==> src/rtl/mcd_pkg.sv <==
// ----------------------------------------------------------------------------
// mcd_pkg
// Shared types and constants of the depth-first maze carver.
// ----------------------------------------------------------------------------
`default_nettype none

package mcd_pkg;

  // Default grid side limit; the top level hands it down as a parameter.
  localparam int MAX_SIDE_DEF = 64;

  localparam int NUM_DIRS = 4;

  // Register map, index into the register list (byte address 4*index).
  localparam logic REG_GRID_WIDTH  = 1'b0;
  localparam logic REG_GRID_HEIGHT = 1'b1;

  localparam logic [6:0] GRID_RESET = 7'd16;

  typedef enum logic [1:0] {
    ACT_START = 2'd0,
    ACT_STEP  = 2'd1,
    ACT_READ  = 2'd2,
    ACT_NOP   = 2'd3
  } action_t;

  typedef enum logic [1:0] {
    DIR_UP    = 2'd0,
    DIR_RIGHT = 2'd1,
    DIR_DOWN  = 2'd2,
    DIR_LEFT  = 2'd3
  } dir_t;

  typedef struct packed {
    logic [1:0] action;
    logic [7:0] random_pick;
    logic [5:0] cell_col;
    logic [5:0] cell_row;
  } in_item_t;

  typedef struct packed {
    logic       carved;
    logic [5:0] from_col;
    logic [5:0] from_row;
    logic [1:0] direction;
    logic       finished;
    logic [3:0] wall_bits;
  } out_item_t;

endpackage

`default_nettype wire

==> src/rtl/mcd_pick.sv <==
// ----------------------------------------------------------------------------
// mcd_pick
// Chooses one open direction: index (random * count) >> 8 among set bits.
// ----------------------------------------------------------------------------
`default_nettype none

module mcd_pick (
  input  wire logic [3:0]     open_mask,
  input  wire logic [7:0]     rnd,
  output logic                any_open,
  output mcd_pkg::dir_t       sel_dir
);
  import mcd_pkg::*;

  logic [2:0] count;
  logic [9:0] prod;
  logic [1:0] pick;
  logic [1:0] seen;
  logic       found;

  always_comb begin
    count = '0;
    for (int i = 0; i < NUM_DIRS; i++) begin
      count = count + 3'(open_mask[i]);
    end
  end

  assign prod     = 10'(rnd) * 10'(count);
  assign pick     = prod[9:8];
  assign any_open = (count != '0);

  // pick-th set bit, lowest direction first
  always_comb begin
    sel_dir = DIR_UP;
    seen    = '0;
    found   = 1'b0;
    for (int i = 0; i < NUM_DIRS; i++) begin
      if (open_mask[i] && !found) begin
        if (seen == pick) begin
          sel_dir = dir_t'(2'(i));
          found   = 1'b1;
        end
        seen = seen + 2'd1;
      end
    end
  end

endmodule

`default_nettype wire

==> config.mk <==
export PLATFORM = sky130hd
export DESIGN_NAME = mcd_pick
export DESIGN_NICKNAME = d
export VERILOG_FILES = /design/src/rtl/mcd_pkg.sv /design/src/rtl/mcd_pick.sv
export SDC_FILE = /design/constraint.sdc
export NUM_CORES = 1
export LEC_CHECK = 0
export BUFFER_PORTS_ARGS = -buffer_cell sky130_fd_sc_hd__buf_2
export CAP_MARGIN = 10
export CORE_MARGIN = 2
export CORE_UTILIZATION = 45
export DETAILED_ROUTE_END_ITERATION = 8
export GPL_ROUTABILITY_DRIVEN = 1
export PLACE_DENSITY = 0.71
export SYNTH_ARGS = -nofsm -noshare
export SYNTH_HDL_FRONTEND = slang
export SYNTH_SLANG_ARGS = --single-unit
export TNS_END_PERCENT = 20
==> constraint.sdc <==
create_clock -name vclk -period 5.85
set_clock_uncertainty 0.1 [all_clocks]
set_input_delay 0.8775 -clock vclk [all_inputs]
set_output_delay 0.8775 -clock vclk [all_outputs]
set_load 0.02 [all_outputs]
# == After elaboration in Yosys (flattened, before gate mapping) ==
# Index checks and enable logic that the tools add are counted.
# totals
in_bits,12
mem_count,0
latchBits,0
word_cells,32
regBits,0
mem_bits_rw,0
output_inout_bits,3
rom_bits,0
# op_classes
n_addsub,5
bitwise_logic,0
multipliers,1
n_lt_le_gt_ge,0
n_eq_ne,3
shift,0
n_reduce_logical,8
n_div,0
mux,15
# ops
operator,n
2-to-1 mux 2 bit,6
multiplier 8 x 3 -> 10 bit,1
2-to-1 mux 1 bit,9
equality test 2 bit,3
adder 2 x 1 -> 2 bit (second input constant),2
adder 2 x 1 -> 3 bit,1
adder 3 x 1 -> 3 bit,1
logical AND 1 bit,3
logical NOT 1 bit,3
nonzero test 3 bit,1
adder 1 x 1 -> 2 bit,1
logical NOT 2 bit,1

# == Logic depth before layout (Yosys ltp) ==
# depth
ltp_word,16
ltp_mapped,18
mapped_depth_nobuf,17

# == Worst setup path after synthesis ==
# Ideal clock, no wire load.
# synth_timing
path_type,in2out
start,input port open_mask[0]
end,output port sel_dir[0]
t_required_ns,4.873
slack_ns,-0.223
n_path_buf,1
stages,18
t_arrival_ns,5.096
cell_sequence,fa_1 ha_1 ha_1 clkbuf_1 nand2_1 fa_1 inv_1 ha_1 a21oi_1 nand2_1 a221oi_2 xor2_2 o31ai_1 ha_1 xnor2_1 xnor2_1 a211o_1 o22ai_1
# synth_between
elab_chain_cells,16
word_cells_on_any_way,31
classes_between,5 x add/sub; 1 x mul; 3 x eq/ne; 15 x mux; 7 x reduce/logical
# synth_rtl
item,line,source
from (decl),mcd_pick.sv:8,"input wire logic [3:0] open_mask,"
"parallel branches: the longest is 15 deep, another holds multiplier 8 x 3 -> 10 bit",--,
2-to-1 mux 2 bit (*),mcd_pick.sv:38,if (open_mask[i] && !found) begin
to (decl),mcd_pick.sv:11,output mcd_pkg::dir_t sel_dir
# Every way passes the cells marked *.

# == Worst setup path in the final report ==
# layout_timing
start,input port open_mask[1]
end,output port sel_dir[0]
# The elaborated chain is that of the path after synthesis.

==> flow_summary.toml <==
[yosys]
synth_cell_types = 28
syn_inst = 86
syn_area_per_cell_um2 = 7.84
yosysWarnings = 0
synth_area_um2 = 674
yosysSeqAreaShare_pct = 0
synthesis.nets = 115

[setup_path]
cp.arrival_ns = 5.02
crit_required_ns = 4.87
crit_type = "input pin to output pin"
cp_max_fo = 6
cp-start-kind = "input pin"
end_kind = "output pin"

[global_route]
grtUsageMet1_pct = 26.2
grt_util_met2_pct = 38.8
gr-usage-met3_pct = 0.426
grt_first_pass_wirelength_mm = 2.99
antenna_found_initial = 0
grt_use_total_pct = 20.5
grt_pass1_vias = 710
grt_max_degree = 9
top_usage_layer = "met2"
overflow = 0

[drt]
via_per_inst = 5.22
drcViolationCount = 0
wire_per_inst_um = 13.2
ant_nets = 0
drt_iter0_drc = 11
wirelength_mm = 1.71
vias = 679
drtPass1Iterations = 4

[final_layout]
drive_gt1_share_pct = 52.2
fin_cells = 130
postLayoutCoreUtil_pct = 80.4
nFlopsAndLatches = 0
layout_common_cells = "nand2_1 (14), buf_4 (14), buf_2 (11), inv_1 (10)"
layout.nets = 146
antenna_cells = 0
seqCellArea_um2 = 0
clkbuf_count = 0
area_delta_synth_final_pct = 60.9

[floorplanning]
core_um2 = 1350
ioPinCount = 15
die-area_um2 = 1820
die_x_um = 42.7
initial_utilization_pct = 50.0
die_h_um = 42.7
placementRows = 13

[timing]
worstMarginPinSlew_ns = 0.358
maxSlewHeadroom_pct = 76.0
fin_crit_sh_pct = 103
setup_viol = 2
rsz0062_at_grt = "true"
min_period_ns = 6.00
hold_viol = 0
slew_violations = 0
fin_hold_ws_ns = 2.09
fmax_ghz = 0.167
finalWorstSetupSlack_ns = -0.147

[job]
cap_violations = 0

[outcome]
violations = "setup timing"
status = "complete, but fails checks"

[place]
post-dp-hpwl_mm = 1.31
gp_congestion = 0.794
placedCellCount = 125
place.port_buffers = 15

[pwr]
powerDensity_nw_per_um2 = 197
leakagePower_nw = 0.514
irDropWorstVdd_mv = 0.106

[min_path]
min_path_type = "input pin to output pin"
==> layer usage <==
metal / vias to the layer above / wire, um
met3: 0 / 22
met1: 328 / 723
li1: 343 / -
met2: 8 / 964
met4: 0 / 0
met5: - / 0
==> synth_stat cells (2+ instances only) <==
cell type  instances  area, um^2
nand2_1           19        71.3
inv_1             13        48.8
ha_1              10         125
fa_1               7         140
and2_1             5        31.3
xnor2_1            4        35.0
nand3_1            3        15.0
nor2_1             3        11.3
a21oi_1            2        10.0
o31ai_1            2        15.0
==> stage by stage <==
step	total power, mW	setup TNS [ns]	instance area, um^2	setup slack [ns]
4_1_cts	0.204	-0.278	1050	-0.165
5_1_grt	0.230	-0.547	1080	-0.291
3_5_place_dp	0.171	-0.531	908	-0.268
2_1_floorplan	0.117	0	757	0.00297
6_report	0.213	-0.266	1080	-0.147
3_3_place_gp	0.163	-0.237	908	-0.127
==> power by group <==
group / switching, mW / total [mW] / leakage [nW] / internal (mW)
logic: 0.104 / 0.213 / 0.514 / 0.109
clock network: 0 / 0 / 0 / 0
registers: 0 / 0 / 0 / 0
==> final cells by class <==
cell class	instances	area, um^2
Fill cell	87	265
Timing Repair Buffer	31	228
Inverter	13	48.8
Tap cell	15	18.8
Multi-Input combinational cell	71	790
==> path summary, 6_finish.rpt <==
check	depth (start not counted)	end	startpoint	slack, ns
setup / recovery	19	sel_dir[0]	open_mask[1]	-0.15
hold / removal	3	sel_dir[1]	open_mask[2]	2.09
==> worst max-delay path, cell delays in order <==
cell and delay [ns]:
buf_6 0.10, fa_1 0.48, ha_2 0.22, ha_4 0.31
nand2_2 0.06, fa_1 0.54, inv_2 0.05, ha_4 0.23
a21oi_2 0.13, nand2_2 0.09, a221oi_4 0.32, xor2_2 0.12
o31ai_1 0.26, ha_1 0.31, xnor2_2 0.16, xnor2_1 0.14
a211o_1 0.31, o22ai_4 0.17, buf_6 0.13
==> kinds of logic (layout without fill, tap and decap cells) <==
group | after synthesis | count (layout) | synth area share (%)
AOI/OAI and AO/OA | 11 | 11 | 12.2
xor gates and xnor gates | 8 | 8 | 14.7
adders and majority gates | 18 | 18 | 40.8
buffers and inverters | 15 | 44 | 8.53
muxes | 1 | 1 | 1.48
and+or+nand+nor | 33 | 33 | 22.3
==> timing repair <==
action / 4_1_cts / 5_1_grt
setup buffers: 2 / 3
hold buffers: 0 / 0
gates resized for setup: 26 / 3
endpoints found under the setup margin: 2 / 2
pin swaps: 25 / 12
endpoints found under the hold margin: 0 / 0
(Power assumes the default switching activity.)
