`config.mk`:
```
export PLATFORM = sky130hd
export DESIGN_NAME = mcd_nbr_unit
export DESIGN_NICKNAME = d
export VERILOG_FILES = /design/src/rtl/mcd_pkg.sv /design/src/rtl/mcd_nbr_unit.sv
export SDC_FILE = /design/constraint.sdc
export NUM_CORES = 1
export LEC_CHECK = 0
export BUFFER_PORTS_ARGS = -buffer_cell sky130_fd_sc_hd__buf_2
export CAP_MARGIN = 10
export CORE_MARGIN = 4
export CORE_UTILIZATION = 45
export DETAILED_ROUTE_END_ITERATION = 10
export PLACE_DENSITY = 0.78
export SLEW_MARGIN = 0
export SYNTH_ARGS = -nofsm -noshare
export SYNTH_HDL_FRONTEND = slang
export SYNTH_SLANG_ARGS = --single-unit
```
`constraint.sdc`:
```
create_clock -name vclk -period 5.4
set_input_delay 1.62 -clock vclk [all_inputs]
set_output_delay 1.62 -clock vclk [all_outputs]
set_load 0.05 [all_outputs]
```
`src/rtl/mcd_pkg.sv`:
```
// ----------------------------------------------------------------------------
// mcd_pkg
// Shared types and constants of the depth-first maze carver.
// ----------------------------------------------------------------------------
`default_nettype none

package mcd_pkg;

  // Default grid side limit; the top level hands it down as a parameter.
  localparam int MAX_SIDE_DEF = 64;

  localparam int NUM_DIRS = 4;

  // Register map, index into the register list (byte address 4*index).
  localparam logic REG_GRID_WIDTH  = 1'b0;
  localparam logic REG_GRID_HEIGHT = 1'b1;

  localparam logic [6:0] GRID_RESET = 7'd16;

  typedef enum logic [1:0] {
    ACT_START = 2'd0,
    ACT_STEP  = 2'd1,
    ACT_READ  = 2'd2,
    ACT_NOP   = 2'd3
  } action_t;

  typedef enum logic [1:0] {
    DIR_UP    = 2'd0,
    DIR_RIGHT = 2'd1,
    DIR_DOWN  = 2'd2,
    DIR_LEFT  = 2'd3
  } dir_t;

  typedef struct packed {
    logic [1:0] action;
    logic [7:0] random_pick;
    logic [5:0] cell_col;
    logic [5:0] cell_row;
  } in_item_t;

  typedef struct packed {
    logic       carved;
    logic [5:0] from_col;
    logic [5:0] from_row;
    logic [1:0] direction;
    logic       finished;
    logic [3:0] wall_bits;
  } out_item_t;

endpackage

`default_nettype wire

```
`src/rtl/mcd_nbr_unit.sv`:
```
// ----------------------------------------------------------------------------
// mcd_nbr_unit
// Shared neighbor unit: coordinates of the cell one step away and grid check.
// ----------------------------------------------------------------------------
`default_nettype none

module mcd_nbr_unit #(
  parameter int CW = 6
) (
  input  wire logic [CW-1:0]   cx,
  input  wire logic [CW-1:0]   cy,
  input  wire mcd_pkg::dir_t   dir,
  input  wire logic [CW:0]     grid_w,
  input  wire logic [CW:0]     grid_h,
  output logic                 nb_ok,
  output logic [CW-1:0]        nb_col,
  output logic [CW-1:0]        nb_row
);
  import mcd_pkg::*;

  logic [CW:0] cx_inc;
  logic [CW:0] cy_inc;

  assign cx_inc = {1'b0, cx} + (CW+1)'(1);
  assign cy_inc = {1'b0, cy} + (CW+1)'(1);

  always_comb begin
    nb_col = cx;
    nb_row = cy;
    nb_ok  = 1'b0;
    unique case (dir)
      DIR_UP: begin
        nb_row = cy - CW'(1);
        nb_ok  = (cy != '0);
      end
      DIR_RIGHT: begin
        nb_col = cx_inc[CW-1:0];
        nb_ok  = (cx_inc < grid_w);
      end
      DIR_DOWN: begin
        nb_row = cy_inc[CW-1:0];
        nb_ok  = (cy_inc < grid_h);
      end
      DIR_LEFT: begin
        nb_col = cx - CW'(1);
        nb_ok  = (cx != '0);
      end
      default: begin
        nb_ok = 1'b0;
      end
    endcase
  end

endmodule

`default_nettype wire

```
## Yosys cells after proc, flatten, opt, wreduce, memory -nomap -nowiden

Index checks and enable logic that the tools add are counted.

- Output and inout port bits: 13
- Flip-flop bits (word level): 0
- Logic and storage cells: 15
- Input bits: 28

- Muxes and demuxes: 3
- $lt $le $gt $ge: 2
- Add/subtract/negate cells: 4
- Eq/ne operators: 3
- Reduce and logical (&&, ||, !) cells: 3

Operators with widths:

| kind | number |
|---|---|
| $pmux W6 S2 | 2 |
| $add A6 B1 Y7 const B | 2 |
| $lt A7 B7 Y1 | 2 |
| $reduce_bool A6 Y1 | 2 |
| $sub A6 B1 Y6 const B | 2 |
| $eq A2 B2 Y1 const B | 2 |
| $pmux W1 S4 | 1 |
| $eq A2 B1 Y1 const B | 1 |
| $logic_not A2 Y1 | 1 |

## Depth between registers and ports, before layout

Gate-level depths: netlist of the first run.

- Depth in word-level cells: 3
- Mapped depth: 9
- Mapped depth without buffers: 8

## Worst setup path after synthesis of the first run

No wires, ideal clock.

- Path type: in2out
- Start: input port cy[0]
- End: output port nb_ok
- Required time: 3.780 ns
- Path slack: -0.020 ns
- Arrival time: 3.800 ns
- Stages on the path: 9
- Path buffers: 1
- Cells stage by stage: buf_2 inv_1 ha_1 ha_1 nand2_1 a21oi_1 a2111oi_0 o21ai_0 a41oi_1

- Longest elaborated chain between the ends: 3
- Elaborated cells between the ends (all ways): 4
- Those cells by class: add/sub (1); order compare (1); mux (1); reduce/logical (1)

RTL lines:

| what | RTL line | source |
|---|---|---|
| start, declared | mcd_nbr_unit.sv:11 | `input wire logic [CW-1:0] cy,` |
| $add A6 B1 Y7 | mcd_nbr_unit.sv:25 | `assign cy_inc = {1'b0, cy} + (CW+1)'(1);` |
| $lt A7 B7 Y1 | mcd_nbr_unit.sv:42 | `nb_ok = (cy_inc < grid_h);` |
| $pmux W1 S4 * | mcd_nbr_unit.sv:31 | `unique case (dir)` |
| end, declared | mcd_nbr_unit.sv:15 | `output logic nb_ok,` |

Mark *: on every way between the ends. The rest lies on a longest branch, timed or not.

## Worst setup path after layout of the first run

- Start: input port cx[0]
- End: output port nb_ok

- Longest elaborated chain between the ends: 3
- Elaborated cells between the ends (all ways): 4
- Those cells by class: add/sub (1); order compare (1); mux (1); reduce/logical (1)

RTL lines:

| what | RTL line | source |
|---|---|---|
| start, declared | mcd_nbr_unit.sv:10 | `input wire logic [CW-1:0] cx,` |
| $add A6 B1 Y7 | mcd_nbr_unit.sv:24 | `assign cx_inc = {1'b0, cx} + (CW+1)'(1);` |
| $lt A7 B7 Y1 | mcd_nbr_unit.sv:38 | `nb_ok = (cx_inc < grid_w);` |
| $pmux W1 S4 * | mcd_nbr_unit.sv:31 |  |

Marks and branches as above.

==> results of run 1 <==
-- how the worst max path moves through the flow --
stage                from     to  slack (ns)  cells after the start
floorplan           cy[0]  nb_ok        0.27                      9
global route        cy[0]  nb_ok        0.05                     10
finish              cx[0]  nb_ok        0.18                     10
global placement    cy[0]  nb_ok        0.21                     10
detailed placement  cy[0]  nb_ok        0.13                     10
CTS                 cy[0]  nb_ok        0.13                     10
-- power groups by stage --
stage          clock (mW)  combinational, mW  sequential, mW
3_3_place_gp            0              0.107               0
6_report                0              0.111               0
4_1_cts                 0              0.111               0
2_1_floorplan           0             0.0808               0
5_1_grt                 0              0.120               0
3_5_place_dp            0              0.110               0
-- Yosys cell counts, types with 3 or more instances --
cell type   n
nand3_1     6
inv_1      17
nand2_1    11
a21oi_1     3
buf_2       6
nor2_1      7
xor2_1     11
o21ai_0     4
xnor2_1     9
and3_1      3
ha_1       16
-- layout by cell type (no fill, tap or decap), drive strengths merged, types with 2 or more instances in the layout --
cell	count
a2111oi	2
a21o	2
a21oi	4
and3	3
buf	41
ha	16
inv	17
mux2i	2
nand2	11
nand2b	2
nand3	6
nor2	7
nor3	3
o21ai	5
or4	2
xnor2	9
xor2	11
-- logic make-up after synthesis --
family | after synthesis | synth area share
XOR/XNOR | 20 | 0.206
adder cells (fa/ha/maj) | 16 | 0.236
AND/OR/NAND/NOR | 38 | 0.237
AO/OA/AOI/OAI | 21 | 0.168
buffers and inverters | 25 | 0.128
multiplexers | 2 | 0.0236
-- layout make-up --
type                            instances  area share
Multi-Input combinational cell         97       0.714
Inverter                               17      0.0609
Timing Repair Buffer                   41       0.196
Tap cell                               25      0.0298
-- routing by layer --
| layer | track usage | share of wire | vias to the layer above |
|---|---|---|---|
| met5 | 0 | 0 | - |
| met4 | 0 | 0 | 0 |
| met3 | 0.00875 | 0.076 | 0 |
| met2 | 0.322 | 0.50 | 36 |
| met1 | 0.207 | 0.43 | 423 |
| li1 | - | - | 480 |
-- stage by stage --
step	util	setup WS [ns]	hold slack, ns
floorplan	-	0.265	3.51
global placement	0.594	0.206	3.63
detailed placement	0.594	0.130	3.64
CTS	0.594	0.130	3.64
global route	0.594	0.0510	3.67
finish	0.594	0.177	3.64
-- what timing repair did --
item                                   in CTS  in global routing
endpoints found under the hold margin       0                  0
setup endpoints to repair                   0                  1
gates resized for setup                     0                  1
==> results.json, run 1 <==
{
  "crit_path_max_fanout": 6,
  "vias": 939,
  "cpPeakStageDelay_ns": 0.30,
  "period_minus_slack_ns": 5.22,
  "critical_path_class": "input port to output pin",
  "fin_cells": 180,
  "wl_microns": 2180,
  "p_switching_mw": 0.0727,
  "postSynthCellCount": 122,
  "design.seq.count": 0,
  "rsz0062_at_grt": "false",
  "worstMarginPinSlew_ns": 0.325,
  "numPortBuffers": 41,
  "min_period_over_period": 0.967,
  "start_util": 0.481,
  "crit_arrival_ns": 3.60,
  "multiInputGateArea_sq_um": 748,
  "synthTopCellsByArea": "ha_1, xor2_1, xnor2_1",
  "drc": 0,
  "ctsHoldBuffers": 0,
  "ys_seq_area_frac": 0,
  "worst_hold_startpoint": "cy[5]",
  "stdcell_area_sq_um": 1050,
  "setup_viol": 0,
  "design.die.area_sq_um": 2640,
  "rows": 15,
  "seq_area_sq_um": 0,
  "power_frac_comb": 1.000,
  "power.internal_mw": 0.0380,
  "die_w_microns": 51.4,
  "startpoint_type": "input port",
  "hold_viol": 0,
  "fin_tns_setup_ns": 0,
  "total_power_mw": 0.111,
  "cp-end-kind": "output pin",
  "ir_worst_vdd_mv": 0.0504,
  "gp_congestion": 0.813,
  "dpl_cell_area_sq_um": 1050,
  "core_region_area_sq_um": 1760,
  "pwr-share-clk": 0,
  "grt_max_degree": 17,
  "path_cells": "buf_2, ha_1, xor2_1, ha_1, a21o_1, a31oi_1, o21a_1, o21ai_0, a41oi_2, buf_2",
  "ant_nets": 0,
  "synth_largest_area_cell": "ha_1",
  "drive_gt1_frac": 0.303,
  "seqPwrFrac": 0,
  "avgSynthCellArea_sq_um": 6.95,
  "grt_pass1_vias": 881,
  "netlist.area_leader.share": 0.236,
  "min_to": "nb_row[5]",
  "ios": 41,
  "critPathTopFamily": "compound AO/OA/AOI/OAI gates",
  "slowest_stage": "ha_1",
  "post_cts_buffers": 0,
  "swShare": 0.657,
  "min_path_type": "input port to output pin",
  "die_height_microns": 51.4,
  "ys_types": 36,
  "grt_overflow": 0,
  "drt_iter0_drc": 19,
  "pwr_density_cell_nw_per_um2": 106,
  "nets": 201,
  "wl_per_cell_microns": 12.1,
  "dp_hpwl_microns": 1860,
  "antenna_found_initial": 0,
  "yosysWarnings": 0,
  "max-slew-margin-rel": 0.778,
  "clkbuf_count": 0,
  "syn-num-nets": 166,
  "grt_pass1_wl_microns": 3600,
  "antenna_cells": 0,
  "n_fill_cell": 175,
  "holdPathStages": 3,
  "track_usage": 0.165,
  "drv_slew": 0,
  "drv_cap": 0,
  "power_leakage_nw": 0.582,
  "status": "completed",
  "area_delta_synth_final_pct": 23.6,
  "placedCellCount": 180,
  "crit_buf_inv": 2,
  "fmax_ghz": 0.191,
  "dr.pass1.iters": 4,
  "via_per_inst": 5.22,
  "critPathRequiredTime_ns": 3.78,
  "synth_area_sq_um": 848
}
(Power assumes the default switching activity.)
==> run 2: changes to the inputs <==
CORE_MARGIN = unset   (was 4)
REMOVE_ABC_BUFFERS = 1   (was unset)
==> run 2 against run 1 <==
  * Critical path depth did not move
  * Via count fell by 1.5%
  * Wire length fell by 15%
  * Die area fell by 22%
  * Critical endpoint unchanged
  * Largest cell class unchanged
==> results.json, run 2 (synthesis results as in run 1) <==
{
  "design.die.area_sq_um": 2060,
  "multiInputGateArea_sq_um": 741,
  "fin_cells": 180,
  "dp_hpwl_microns": 1600,
  "drv_cap": 0,
  "ir_worst_vdd_mv": 0.0454,
  "critPathRequiredTime_ns": 3.78,
  "nets": 201,
  "core_region_area_sq_um": 1750,
  "design.seq.count": 0,
  "drt_iter0_drc": 6,
  "startpoint_type": "input port",
  "pwr_density_cell_nw_per_um2": 104,
  "antenna_cells": 0,
  "rsz0062_at_grt": "false",
  "status": "completed",
  "power_leakage_nw": 0.582,
  "layout_common_cells": "buf_2, inv_1, ha_1, xor2_1, nand2_1",
  "crit_arrival_ns": 3.54,
  "grt_pass1_wl_microns": 3170,
  "max-slew-margin-rel": 0.794,
  "ant_nets": 0,
  "period_minus_slack_ns": 5.16,
  "rows": 15,
  "die_w_microns": 45.4,
  "numPortBuffers": 41,
  "critical_path_class": "input port to output pin",
  "gp_congestion": 0.821,
  "track_usage": 0.198,
  "drv_slew": 0,
  "clkbuf_count": 0,
  "n_fill_cell": 198,
  "min_path_type": "input port to output pin",
  "seq_area_sq_um": 0,
  "grt_max_degree": 17,
  "via_per_inst": 5.14,
  "grt_pass1_vias": 798,
  "post_cts_buffers": 0,
  "dr.pass1.iters": 3,
  "ctsResizeCount": 0,
  "start_util": 0.486,
  "ctsHoldBuffers": 0,
  "antenna_found_initial": 0,
  "area_delta_synth_final_pct": 23.0,
  "grt_overflow": 0,
  "ios": 41,
  "setup_viol": 0,
  "wl_per_cell_microns": 10.3,
  "dpl_cell_area_sq_um": 1040,
  "total_power_mw": 0.108,
  "vias": 925,
  "placedCellCount": 180,
  "crit_path_max_fanout": 9,
  "min_period_over_period": 0.955,
  "drive_gt1_frac": 0.297,
  "die_height_microns": 45.4,
  "cp-end-kind": "output pin",
  "worstMarginPinSlew_ns": 0.301,
  "wl_microns": 1850,
  "layout_commonest_cell": "buf_2",
  "hold_viol": 0,
  "drc": 0,
  "fmax_ghz": 0.194,
  "stdcell_area_sq_um": 1040,
  "fin_tns_setup_ns": 0
}
run 2: changes by cell type in the layout (fill, tap and decap cells not counted), sizes merged:
| cell | delta |
|---|---|
| buf | -1 |
| clkbuf | +1 |
run 2: report_power, final:
part           leakage, nW  internal [mW]  switching [mW]
registers                0              0               0
clock network            0              0               0
logic                0.582         0.0378          0.0702
total                0.582         0.0378          0.0702
run 2: final cells by class:
cell class,instances,share of cell area
Multi-Input combinational cell,97,0.710
Timing Repair Buffer,41,0.199
Inverter,17,0.0612
Tap cell,25,0.0300
run 2: final timing paths:
kind	slack, ns	to	cells after the start	start
max	0.24	nb_ok	10	cy[0]
min	3.65	nb_row[5]	3	cy[5]
run 2: stage by stage:
step / util / hold WS, ns / worst slack [ns]
final: 0.598 / 3.65 / 0.244
after CTS: 0.596 / 3.65 / 0.157
after detailed placement: 0.596 / 3.65 / 0.149
after global placement: 0.596 / 3.63 / 0.209
after global routing: 0.598 / 3.66 / 0.0210
after floorplan: - / 3.51 / 0.103
run 2: per-layer routing:
metal,vias up,GRT usage,part of all wire
li1,480,-,-
met1,414,0.245,0.47
met2,31,0.386,0.49
met3,0,0.00397,0.039
met4,0,0.0182,0
met5,-,0,0
run 2: critical path: stages:
cell      delay, ns
buf_2          0.18
and3_1         0.17
nand3_1        0.13
xnor2_1        0.16
ha_1           0.29
a21o_1         0.18
a211oi_1       0.20
o21ai_0        0.13
a41oi_1        0.22
clkbuf_4       0.26
